$ cat src/hw/rtl/ffba_pkg.sv
// ----------------------------------------------------------------------------
// ffba_pkg
// Types and codes shared by the first-fit block allocator and its cells.
// ----------------------------------------------------------------------------
package ffba_pkg;

   // working width for sizes and offsets (covers 16-bit requests plus header)
   localparam int CW = 17;

   localparam logic [2:0] ST_OK      = 3'd0;
   localparam logic [2:0] ST_OVER    = 3'd1;
   localparam logic [2:0] ST_NOFIT   = 3'd2;
   localparam logic [2:0] ST_BADADDR = 3'd3;
   localparam logic [2:0] ST_DOUBLE  = 3'd4;

   localparam logic MODE_ALLOC = 1'b0;
   localparam logic MODE_FREE  = 1'b1;

   typedef struct packed {
      logic        mode;
      logic [15:0] req_size;
      logic [12:0] free_addr;
   } req_type;

   typedef struct packed {
      logic [2:0]  status;
      logic [11:0] block_offset;
   } rsp_type;

   typedef enum logic [2:0] {
      OP_NONE    = 3'd0,
      OP_MATCH   = 3'd1,
      OP_USE     = 3'd2,
      OP_SPLIT   = 3'd3,
      OP_RELEASE = 3'd4,
      OP_JOIN    = 3'd5
   } cell_op_type;

   typedef struct packed {
      cell_op_type   op;
      logic          mode;
      logic [CW-1:0] size;
      logic [CW-1:0] addr;
      logic [CW-1:0] new_start;
      logic [CW-1:0] new_bytes;
   } cell_cmd_type;

endpackage

$ cat src/hw/rtl/ffba_cell.sv
// ----------------------------------------------------------------------------
// ffba_cell
// One block table entry; shifts to/from its neighbors on split and join.
// ----------------------------------------------------------------------------
module ffba_cell #(
   parameter int DW           = 13,
   parameter int HEADER_BYTES = 32,
   parameter int RESET_BYTES  = 4064,
   parameter bit IS_FIRST     = 1'b0
) (
   input  logic                   clock,
   input  logic                   reset,
   input  ffba_pkg::cell_cmd_type cmd,
   input  logic                   at_i,
   input  logic                   prev_at_i,
   input  logic                   above_i,
   output logic                   above_o,
   input  logic                   seen_i,
   output logic                   seen_o,
   output logic                   hit_o,
   input  logic [DW-1:0]          prev_start_i,
   input  logic [DW-1:0]          prev_bytes_i,
   input  logic                   prev_free_i,
   input  logic                   prev_valid_i,
   input  logic [DW-1:0]          next_start_i,
   input  logic [DW-1:0]          next_bytes_i,
   input  logic                   next_free_i,
   input  logic                   next_valid_i,
   output logic [DW-1:0]          start_o,
   output logic [DW-1:0]          bytes_o,
   output logic                   free_o,
   output logic                   valid_o
);
   import ffba_pkg::*;

   logic [DW-1:0] start_ff, start_in;
   logic [DW-1:0] bytes_ff, bytes_in;
   logic          free_ff, free_in;
   logic          valid_ff, valid_in;
   logic          match_ff, match_in;

   always_comb begin
      start_in = start_ff;
      bytes_in = bytes_ff;
      free_in  = free_ff;
      valid_in = valid_ff;
      match_in = match_ff;
      case (cmd.op)
         OP_MATCH: begin
            if (cmd.mode == MODE_ALLOC) begin
               match_in = valid_ff && free_ff && (CW'(bytes_ff) >= cmd.size);
            end else begin
               match_in = valid_ff && (CW'(start_ff) == cmd.addr);
            end
         end
         OP_USE: begin
            if (at_i) begin
               free_in = 1'b0;
            end
         end
         OP_SPLIT: begin
            if (at_i) begin
               bytes_in = cmd.size[DW-1:0];
               free_in  = 1'b0;
            end else if (prev_at_i) begin
               start_in = cmd.new_start[DW-1:0];
               bytes_in = cmd.new_bytes[DW-1:0];
               free_in  = 1'b1;
               valid_in = 1'b1;
            end else if (above_i) begin
               start_in = prev_start_i;
               bytes_in = prev_bytes_i;
               free_in  = prev_free_i;
               valid_in = prev_valid_i;
            end
         end
         OP_RELEASE: begin
            if (at_i) begin
               free_in = 1'b1;
            end
         end
         OP_JOIN: begin
            if (at_i) begin
               bytes_in = bytes_ff + next_bytes_i + DW'(HEADER_BYTES);
            end else if (above_i) begin
               start_in = next_start_i;
               bytes_in = next_bytes_i;
               free_in  = next_free_i;
               valid_in = next_valid_i;
            end
         end
         default: begin
         end
      endcase
   end

   always_ff @(posedge clock) begin
      if (reset) begin
         start_ff <= '0;
         bytes_ff <= DW'(RESET_BYTES);
         free_ff  <= 1'b1;
         valid_ff <= IS_FIRST;
         match_ff <= 1'b0;
      end else begin
         start_ff <= start_in;
         bytes_ff <= bytes_in;
         free_ff  <= free_in;
         valid_ff <= valid_in;
         match_ff <= match_in;
      end
   end

   assign above_o = above_i | at_i;
   assign hit_o   = match_ff & ~seen_i;
   assign seen_o  = seen_i | match_ff;
   assign start_o = start_ff;
   assign bytes_o = bytes_ff;
   assign free_o  = free_ff;
   assign valid_o = valid_ff;

endmodule

$ cat config.mk
export PLATFORM = sky130hd
export DESIGN_NAME = ffba_cell
export DESIGN_NICKNAME = d
export VERILOG_FILES = /design/src/hw/rtl/ffba_pkg.sv /design/src/hw/rtl/ffba_cell.sv
export SDC_FILE = /design/constraint.sdc
export NUM_CORES = 1
export LEC_CHECK = 0
export BUFFER_PORTS_ARGS = -buffer_cell sky130_fd_sc_hd__buf_2
export CAP_MARGIN = 0
export CORE_MARGIN = 3
export CORE_UTILIZATION = 50
export DETAILED_ROUTE_END_ITERATION = 10
export GPL_ROUTABILITY_DRIVEN = 1
export PLACE_DENSITY = 0.88
export SLEW_MARGIN = 20
export SYNTH_ARGS = -nofsm -noshare
export SYNTH_HDL_FRONTEND = slang
export SYNTH_SLANG_ARGS = --single-unit
export TNS_END_PERCENT = 5
$ cat constraint.sdc
create_clock -name clock -period 4 [get_ports clock]
set_clock_uncertainty 0.05 [all_clocks]
set_input_delay 0.4 -clock clock [delete_from_list [all_inputs] [get_ports clock]]
set_output_delay 0.4 -clock clock [all_outputs]
set_load 0.01 [all_outputs]
After elaboration in Yosys (flattened, before gate mapping)
Index checks and enable logic that the tools add are counted.
{"block": "totals", "latch_bits": 0, "input_bits": 134, "register_bits": 29, "rom_bits": 0, "mem_bits_rw": 0, "n_memories": 0, "output_inout_bits": 31, "word_cells": 61}
{"block": "op_classes", "mux": 27, "eq_ne": 14, "magnitude_cmp": 1, "addsub": 2, "n_shift": 0, "n_reduce_logical": 8, "n_bitwise": 4, "multipliers": 0, "n_div": 0}
{"operator": "13-bit 2-to-1 mux", "count": 10}
{"operator": "13-bit one-hot mux with 2 select lines", "count": 2}
{"operator": "13-bit by 17-bit == test with 1-bit output", "count": 1}
{"operator": "13-bit by 17-bit greater-or-equal comparator with 1-bit output", "count": 1}
{"operator": "13-bit adder", "count": 1}
{"operator": "13-bit by 6-bit adder with 13-bit output, second input constant", "count": 1}
{"operator": "1-bit 2-to-1 mux", "count": 13}
{"operator": "2-bit != test, second input constant", "count": 5}
{"operator": "3-bit by 2-bit == test with 1-bit output, second input constant", "count": 2}
{"operator": "3-bit == test, second input constant", "count": 2}
{"operator": "3-bit != test, second input constant", "count": 2}
{"operator": "6-bit AND reduction", "count": 1}
{"operator": "5-bit AND reduction", "count": 1}
{"operator": "4-bit != test, second input constant", "count": 1}
{"operator": "1-bit one-hot mux with 4 select lines", "count": 1}
{"operator": "4-bit nonzero test", "count": 1}
{"operator": "3-bit by 1-bit == test with 1-bit output, second input constant", "count": 1}
{"operator": "1-bit logical AND", "count": 3}
{"operator": "3-bit AND reduction", "count": 1}
{"operator": "1-bit bitwise OR", "count": 2}
{"operator": "1-bit one-hot mux with 2 select lines", "count": 1}
{"operator": "2-bit nonzero test", "count": 1}
{"operator": "1-bit AND", "count": 1}
{"operator": "1-bit NOT", "count": 1}

Depth between registers and ports, before layout
Gate-level depths: netlist of run 1.
{"block": "depth", "word_depth": 4, "mapped_depth": 10, "mapped_depth_nobuf": 10}

Worst setup path before layout of run 1
Ideal clock, no wire load.
{"block": "synth_timing", "path_kind": "in2reg", "startpoint": "input next_bytes_i[2]", "endpoint": "register bytes_ff[8] (netlist: bytes_o[8])", "n_path_buf": 0, "arrival_ns": 2.377, "slack_ns": 1.454, "setup_ns": 0.120, "path_stages": 8, "cell_sequence": "ha_1 -> ha_1 -> a211oi_2 -> o21bai_2 -> o31ai_2 -> xnor2_1 -> mux4_2 -> a211o_1"}
{"block": "synth_via", "elab_chain_len": 4}
{"item": "start, declared", "line": "ffba_cell.sv:26", "rtl": "input logic [DW-1:0] next_bytes_i,"}
{"item": "13-bit adder", "line": "ffba_cell.sv:84", "rtl": "bytes_in = bytes_ff + next_bytes_i + DW'(HEADER_BYTES);"}
{"item": "13-bit by 6-bit adder with 13-bit output", "line": "ffba_cell.sv:84"}
{"item": "13-bit 2-to-1 mux", "line": "ffba_cell.sv:83", "rtl": "if (at_i) begin"}
{"item": "13-bit one-hot mux with 2 select lines", "line": "ffba_cell.sv:48", "rtl": "case (cmd.op)"}
{"item": "end signal, assigned", "line": "ffba_cell.sv:100", "rtl": "bytes_ff <= DW'(RESET_BYTES);"}
{"item": "end signal, assigned", "line": "ffba_cell.sv:106", "rtl": "bytes_ff <= bytes_in;"}
{"item": "end, declared", "line": "ffba_cell.sv:37", "rtl": "logic [DW-1:0] bytes_ff, bytes_in;"}
Every way passes these cells.
A chain may end at the register's enable or synchronous reset.

Worst setup path after layout of run 1
{"block": "layout_timing", "startpoint": "register bytes_ff[1] (netlist: bytes_o[1])", "endpoint": "register bytes_ff[9] (netlist: bytes_o[9])"}
{"block": "layout_via", "elab_chain_len": 4}
{"item": "13-bit adder", "line": "ffba_cell.sv:84"}
{"item": "13-bit by 6-bit adder with 13-bit output", "line": "ffba_cell.sv:84"}
{"item": "13-bit 2-to-1 mux", "line": "ffba_cell.sv:83"}
{"item": "13-bit one-hot mux with 2 select lines", "line": "ffba_cell.sv:48"}
Every way passes these cells.

==> results of run 1 <==
[layer usage]
| layer | vias to the layer above | wire length (µm) | GRT usage (%) |
|---|---|---|---|
| met2 | 128 | 4960 | 45.7 |
| met4 | 0 | 219 | 8.63 |
| met1 | 1659 | 3860 | 31.8 |
| met3 | 20 | 558 | 4.76 |
| met5 | - | 0 | 0 |
| li1 | 1747 | - | - |
[flip-flops by register name, summed over array words and instances (netlist names)]
name	flops
bytes_o	13
start_o	13
free_o	1
match_ff	1
valid_o	1
[worst register-to-register path: cells and delay by family, from the launching register on]
family | cells | cell delay (ns)
compound gates | 4 | 1.01
fa+ha+maj | 3 | 0.90
flops | 1 | 0.34
simple gates | 1 | 0.19
mux | 1 | 0.12
buf+inv | 1 | 0.07
[power breakdown]
| group | internal [mW] | switching (mW) | leakage [nW] | total (mW) |
|---|---|---|---|---|
| Combinational | 0.200 | 0.211 | 1.74 | 0.410 |
| Clock | 0.121 | 0.119 | 0.0450 | 0.240 |
| Sequential | 0.304 | 0.0158 | 0.237 | 0.319 |
[final timing paths]
check             start    endpoint
max          bytes_o[1]  bytes_o[9]
min reg2reg     valid_o     valid_o
min             cmd[58]  bytes_o[7]
max reg2reg  bytes_o[1]  bytes_o[9]
[placed cells by master, fill, tap and decap left out, types with 2 or more instances in the layout]
cell | synthesis | final
nor4_1 | 3 | 3
inv_1 | 23 | 23
clkinv_2 | 0 | 2
xor2_1 | 5 | 5
a211o_1 | 4 | 4
buf_2 | 3 | 156
nor2_1 | 51 | 51
xnor2_1 | 14 | 14
and2_1 | 2 | 2
nand2b_1 | 3 | 3
a2111oi_0 | 2 | 2
mux2i_1 | 26 | 26
o22ai_1 | 2 | 2
buf_4 | 1 | 4
o31ai_1 | 2 | 2
nand2_1 | 14 | 14
nand4_1 | 4 | 4
nor2b_1 | 5 | 5
ha_1 | 36 | 36
o21ai_1 | 3 | 3
dfxtp_1 | 29 | 29
clkbuf_8 | 0 | 5
o21ai_0 | 16 | 16
o21a_1 | 6 | 6
a31oi_1 | 6 | 6
a21oi_1 | 33 | 33
o211ai_1 | 3 | 3
nand3_1 | 6 | 5
or2_2 | 2 | 2
and3_1 | 3 | 3
mux2_2 | 4 | 4
nor3_1 | 12 | 12
a21o_1 | 4 | 4
mux4_2 | 4 | 4
a211oi_1 | 24 | 24
[logic make-up (layout without fill, tap and decap cells)]
family | after synthesis | in the layout | synth area share [%]
compound gates | 118 | 118 | 25.3
xor+xnor | 19 | 19 | 5.33
fa+ha+maj | 37 | 37 | 15.1
buf+inv | 44 | 191 | 6.02
flops | 29 | 29 | 18.6
mux | 34 | 34 | 12.7
simple gates | 112 | 112 | 17.0
[area by class of cell]
cell class	instances	area share, %
clock buffer	6	1.81
clock inverter	2	0.250
inverter	23	2.15
multi-input combinational	320	58.8
sequential	29	14.5
tap	75	2.34
timing repair buffer	160	20.2
[stage by stage]
stage	instance area, µm²	cells	setup slack (ns)
5_1_grt	4010	615	0.998
3_5_place_dp	3930	607	1.14
3_3_place_gp	3930	607	1.15
2_1_floorplan	3120	393	1.45
6_report	4010	615	1.19
4_1_cts	4010	615	1.27
==> results_dict.tcl, run 1 <==
set metrics [dict create \
    synth-edff-count 0 \
    synth_seq_cells 29 \
    overflow 0 \
    reg2regPathDepth 10 \
    dpl.hpwl_um 7530 \
    wl_per_cell_um 15.6 \
    regToRegSetupSlack_ns 1.19 \
    cts_tree "done" \
    finalMaxSlewViolations 0 \
    antenna_found_initial 0 \
    tns_ns 0 \
    worst-path-buf-inv 1 \
    routed_via_density 5.78 \
    htree_levels 2 \
    drcViolationCount 0 \
    synth_top_cell_by_area "dfxtp_1" \
    path_cells "ha_1 > ha_1 > inv_1 > fa_1 > nor2b_1 > o2111ai_1 > a31oi_1 > mux2i_1 > a2111oi_0 > o21ai_0" \
    cts_resized 0 \
    cp_slowest_cell "fa_1" \
    critPathCaptureType "register" \
    ys_types 57 \
    grt_pass1_wl_um 15600 \
    vias 3554 \
    yosysWarnings 0 \
    die_w_um 85.0 \
    core_area_um2 5990 \
    final.fill_count 520 \
    crit_fanout 4 \
    drtAntennaViolNets 0 \
    rsz0062_at_grt "no" \
    numClockSinks 29 \
    min_path_type "in2reg" \
    cts.path.max_buffers 2 \
    root_buffer "clkbuf_8" \
    critPathMostFrequentCell "ha_1" \
    synthesis.nets 564 \
    grt_max_degree 50 \
    worst_setup_path_start_kind "register" \
    drtPass1Iterations 5 \
    multi_input_area_um2 2360 \
    drtIter0Drc 115 \
    synth_common_cells "51 x nor2_1, 36 x ha_1, 33 x a21oi_1, 29 x dfxtp_1, 26 x mux2i_1" \
    ctsHoldBuffers 0 \
    synthArstFlopShare_pct 0 \
    path_depth 10 \
    post-route-period-util_pct 70.2 \
    ys.flop_type "dfxtp_1" \
    tightest_slew_ns 1.00 \
    fin_crit_ns 2.81 \
    outcome "completed" \
    setup_violations 0 \
    slowest_delay_ns 0.40 \
    cp_top_family "compound AO/OA/AOI/OAI gates" \
    p_leak_nw 2.02 \
    syn_area_um2 3120 \
    post-route-util_pct 66.9 \
    crit_arrival_ns 2.91 \
    wirelength_um 9600 \
    post-cts-setup-buffers 0 \
    hold_viol 0 \
    port_buffers 156 \
    required_ns 4.10 \
    ys_top_cells_by_area "dfxtp_1 19%, ha_1 14%, mux2i_1 8.3%, nor2_1 6.1%, a211oi_1 5.8%" \
    powerDensity_nw_per_um2 242 \
    layout.nets 710 \
    vdd_ir_drop_max_v 0.000172 \
    grt_pass1_vias 3403 \
    die_h_um 85.0 \
    synthMostInstantiatedCell "nor2_1" \
    cts_buffers 5 \
    gr-usage-all-layers_pct 26.0 \
    fmax_mhz 356 \
    drive_gt1_share_pct 34.3 \
    synth_top_area_share_pct 18.6 \
    crit_type "reg2reg" \
    whs_path_depth 3 \
    synthCells 393 \
    drv_cap 0 \
    rows 28 \
    die_area_um2 7220 \
    clk-insertion-delay-late_ns 0.27 \
    ff_latch_area_um2 581 \
    finalHoldWorstSlack_ns 0.400 \
    relSlewSlack_pct 33.2 \
    io_pins 165 \
    clk_pin_slew_ns 0.07 \
    area.growth.synth_to_final_pct 28.6 \
    syn_area_per_cell_um2 7.94 \
    initial_core_util_pct 52.1 \
    place_congestion 0.956 \
    power_mw 0.970 \
    antenna_cells 0 \
    synth_seq_area_share_pct 18.6 \
]
Note: power is estimated with default switching activity, not from simulation.
==> run 2, diff against run 1 <==
CORE_UTILIZATION = 46   (was 50)
PLACE_DENSITY = 0.82   (was 0.88)
clock period = 2.85 ns   (was 4 ns; I/O delays follow)
==> run 2 against run 1 <==
Effect of this change: combinational power grew 41%; final cell count up 0.81%; non-clock buffer count grew 3; sequential share of layout area decreased by 0.15 points; clock power grew 42%; global-route usage down 2.1 points; wire length increased by 2.1%; register-to-register slack got worse by 1.1 ns; critical path depth unchanged; design area rose by 1.0%; die area is 8.1% higher; core utilization is 4.2 points lower; critical path type unchanged; largest power group unchanged; highest routed layer unchanged.
==> results_dict.tcl, run 2 (synthesis results as in run 1) <==
set metrics [dict create \
    finalMaxSlewViolations 0 \
    dpl.hpwl_um 7870 \
    crit_type "reg2reg" \
    initial_core_util_pct 48.3 \
    outcome "completed" \
    hold_viol 0 \
    finalHoldWorstSlack_ns 0.269 \
    wl_per_cell_um 15.8 \
    busiest_layer "met2" \
    drv_cap 0 \
    port_buffers 156 \
    rsz0062_at_grt "no" \
    grt_max_degree 31 \
    critPathCaptureType "register" \
    crit_fanout 4 \
    required_ns 2.96 \
    relSlewSlack_pct 59.7 \
    vdd_ir_drop_max_v 0.000203 \
    fmax_mhz 366 \
    worst_setup_path_start_kind "register" \
    slowest_delay_ns 0.41 \
    root_buffer "clkbuf_8" \
    place_congestion 0.850 \
    vias 3568 \
    grt_pass1_wl_um 15000 \
    drtPass1Iterations 5 \
    htree_levels 2 \
    cts_buffers 5 \
    core_area_um2 6460 \
    clk-insertion-delay-late_ns 0.28 \
    min_path_type "in2reg" \
    use_met3_pct 3.17 \
    numClockSinks 29 \
    grt_pass1_vias 3222 \
    cp_slowest_cell "a2111oi_0" \
    gr-usage-all-layers_pct 23.9 \
    layout_common_cells "156 x buf_2, 51 x nor2_1, 36 x ha_1, 33 x a21oi_1, 29 x dfxtp_1" \
    drcViolationCount 0 \
    p_leak_nw 2.04 \
    area.growth.synth_to_final_pct 29.9 \
    crit_arrival_ns 2.84 \
    drtIter0Drc 182 \
    globalRouteMet1Util_pct 30.8 \
    drtAntennaViolNets 0 \
    die_h_um 88.3 \
    fin_crit_ns 2.73 \
    rows 29 \
    cts.path.max_buffers 2 \
    post-route-period-util_pct 95.9 \
    tightest_slew_ns 0.604 \
    tns_ns 0 \
    die_w_um 88.3 \
    critPathMostFrequentCell "ha_1" \
    cts_resized 0 \
    setup_violations 0 \
    path_cells "ha_1 > ha_1 > inv_1 > fa_1 > nor2b_1 > o2111ai_1 > a31oi_1 > mux2i_1 > a2111oi_0 > o21ai_0" \
    io_pins 165 \
    overflow 0 \
    antenna_found_initial 0 \
    use_met2_pct 42.4 \
    drive_gt1_share_pct 34.8 \
    powerDensity_nw_per_um2 338 \
    antenna_cells 0 \
    layout_commonest_cell "buf_2" \
    wirelength_um 9800 \
    clk_pin_slew_ns 0.07 \
    post-cts-setup-buffers 0 \
    die_area_um2 7800 \
    layout.nets 713 \
    ctsHoldBuffers 0 \
    cts_tree "done" \
    routed_via_density 5.75 \
    final.fill_count 609 \
]
==> run 2: cell count changes in the layout (fill, tap and decap cells not counted), sizes merged <==
cell and change:
buf +3, clkbuf -1, clkinvlp +1
==> run 2: final cells by class <==
type	instances	area [µm²]	share of cell area (%)
Multi-Input combinational cell	320	2360	58.2
Clock inverter	3	17.5	0.432
Timing Repair Buffer	163	846	20.9
Sequential cell	29	581	14.3
Tap cell	77	96.3	2.38
Inverter	23	86.3	2.13
Clock buffer	5	68.8	1.70
==> run 2: power breakdown <==
part,internal (mW),switching [mW],total (mW),leakage (nW)
Clock,0.168,0.172,0.340,0.0439
Sequential,0.426,0.0219,0.448,0.237
Combinational,0.283,0.296,0.580,1.76
==> run 2: path summary, 6_finish.rpt <==
path                                  from         end  slack [ns]  cells after the start
worst min-delay path               cmd[58]  bytes_o[7]        0.27                      3
worst max-delay path            bytes_o[1]  bytes_o[9]        0.12                     10
worst min register to register  bytes_o[3]  bytes_o[3]        0.46                      2
worst max register to register  bytes_o[1]  bytes_o[9]        0.12                     10
==> run 2: worst max-delay path, delay by kind of cell, from the launching register on <==
family / cells / cell delay [ns]
DFF: 1 / 0.34
muxes: 1 / 0.11
adders and majority gates: 3 / 0.91
AOI/OAI and AO/OA: 4 / 0.95
buffers and inverters: 1 / 0.07
and+or+nand+nor: 1 / 0.17
==> run 2: metrics by stage <==
step / area (µm²) / power, mW / setup slack (ns) / cells / utilization (%)
final: 4050 / 1.37 / 0.117 / 620 / 62.7
after global routing: 4050 / 1.46 / 0.0218 / 620 / 62.7
after CTS: 4050 / 1.37 / 0.152 / 620 / 62.7
after detailed placement: 3970 / 1.03 / 0.135 / 612 / 61.4
after global placement: 3970 / 1.01 / 0.162 / 612 / 61.4
after floorplan: 3120 / 0.828 / 0.332 / 393 / -
==> run 2: per-layer routing <==
layer | routed length, µm | vias up
met5 | 0 | -
met4 | 159 | 0
met3 | 650 | 14
met2 | 5030 | 148
met1 | 3960 | 1651
li1 | - | 1755
==> run 3, diff against run 2 <==
PLACE_DENSITY = 0.92   (was 0.82)
==> run 3 against run 2 <==
Effect of this change: highest routed layer unchanged; sequential share of layout area hardly changed; flip-flop and latch count did not move; die area unchanged; via count increased by 0.17%; global-route usage up 1.0 points; setup slack improved by 0.010 ns; design area rose by 0.12%.
==> results_dict.tcl, run 3 (synthesis results as in run 1) <==
set metrics [dict create \
    setup_violations 0 \
    fin_ws_ns 0.127 \
    vias 3574 \
    grt_pass1_vias 3406 \
    slowest_delay_ns 0.42 \
    die_h_um 88.3 \
    drtPass1Iterations 4 \
    powerDensity_nw_per_um2 341 \
    worst_setup_path_start_kind "register" \
    root_buffer "clkbuf_8" \
    io_pins 165 \
    placed_area_um2 3950 \
    tns_ns 0 \
    rows 29 \
    power_mw 1.38 \
    drv_cap 0 \
    final.fill_count 581 \
    vdd_ir_drop_max_v 0.000155 \
    cp_top_family "compound AO/OA/AOI/OAI gates" \
    post-route-period-util_pct 95.5 \
    die_w_um 88.3 \
    gr-usage-all-layers_pct 24.9 \
    area.growth.synth_to_final_pct 30.0 \
    multi_input_area_um2 2380 \
    cts_tree "done" \
    required_ns 2.96 \
    wl_per_cell_um 16.2 \
    finalMaxSlewViolations 0 \
    pre_cts_ws_ns 0.103 \
    grt_max_degree 29 \
    drtIter0Drc 171 \
    finalInstanceArea_um2 4060 \
    clk_pin_slew_ns 0.07 \
    routed_via_density 5.76 \
    drive_gt1_share_pct 35.4 \
    tightest_slew_ns 0.556 \
    drcViolationCount 0 \
    final_cells 620 \
    antenna_cells 0 \
    core_area_um2 6460 \
    place_congestion 0.929 \
    cts_buffers 5 \
    crit_type "reg2reg" \
    cp_slowest_cell "fa_1" \
    layout.nets 713 \
    critPathMostFrequentCell "ha_1" \
    port_buffers 156 \
    layout_commonest_cell "buf_2" \
    path_cells "ha_1 > ha_1 > inv_1 > fa_1 > nor2b_2 > o2111ai_2 > a31oi_2 > mux2i_1 > a2111oi_2 > o21ai_0" \
    overflow 0 \
    p_leak_nw 2.04 \
    antenna_found_initial 0 \
    post-route-util_pct 62.8 \
    layout_common_cells "156 x buf_2, 51 x nor2_1, 36 x ha_1, 33 x a21oi_1, 29 x dfxtp_1" \
    initial_core_util_pct 48.3 \
    crit_fanout 4 \
    crit_arrival_ns 2.83 \
    critPathCaptureType "register" \
    numClockSinks 29 \
    wirelength_um 10100 \
    fmax_mhz 367 \
    placed_cells 612 \
    worst-path-buf-inv 1 \
    cts.path.max_buffers 2 \
    dpl.hpwl_um 7960 \
    min_path_type "in2reg" \
    die_area_um2 7800 \
    grt_pass1_wl_um 15400 \
    finalHoldWorstSlack_ns 0.287 \
    drtAntennaViolNets 0 \
    fin_crit_ns 2.72 \
    relSlewSlack_pct 63.0 \
    htree_levels 2 \
    hold_viol 0 \
    outcome "completed" \
    clk-insertion-delay-late_ns 0.28 \
    ff_latch_area_um2 581 \
]
## run 3: cell type report
class	instances	area share, %
Sequential cell	29	14.3
Multi-Input combinational cell	320	58.6
Clock inverter	2	0.247
Inverter	23	2.13
Tap cell	77	2.38
Timing Repair Buffer	163	20.5
Clock buffer	6	1.79
## run 3: timing repair
action	CTS	global route
setup buffers	0	0
gates resized for setup	0	5
setup endpoints to repair	0	1
hold buffers	0	0
## run 3: worst min-delay path: cells and delay by family
kind | cells | cell delay [ns]
AOI/OAI and AO/OA | 1 | 0.07
buffers and inverters | 1 | 0.11
and+or+nand+nor | 1 | 0.10
## run 3: final timing paths
check | end | cells after the start | slack [ns] | from
worst min register to register | bytes_o[3] | 2 | 0.46 | bytes_o[3]
worst max register to register | bytes_o[9] | 10 | 0.13 | bytes_o[1]
worst min-delay path | match_ff | 3 | 0.29 | cmd[68]
worst max-delay path | bytes_o[9] | 10 | 0.13 | bytes_o[1]
## run 3: report_power, final
group	switching [mW]	internal, mW
clock network	0.173	0.169
registers	0.0221	0.426
logic	0.309	0.285
## run 3: routing by layer
metal / vias to the layer above / track usage (%) / share of wire (%)
met5: - / 0 / 0
met4: 0 / 8.24 / 1.4
met3: 14 / 3.45 / 7.0
met2: 154 / 42.8 / 50
met1: 1660 / 32.2 / 41
li1: 1746 / - / -
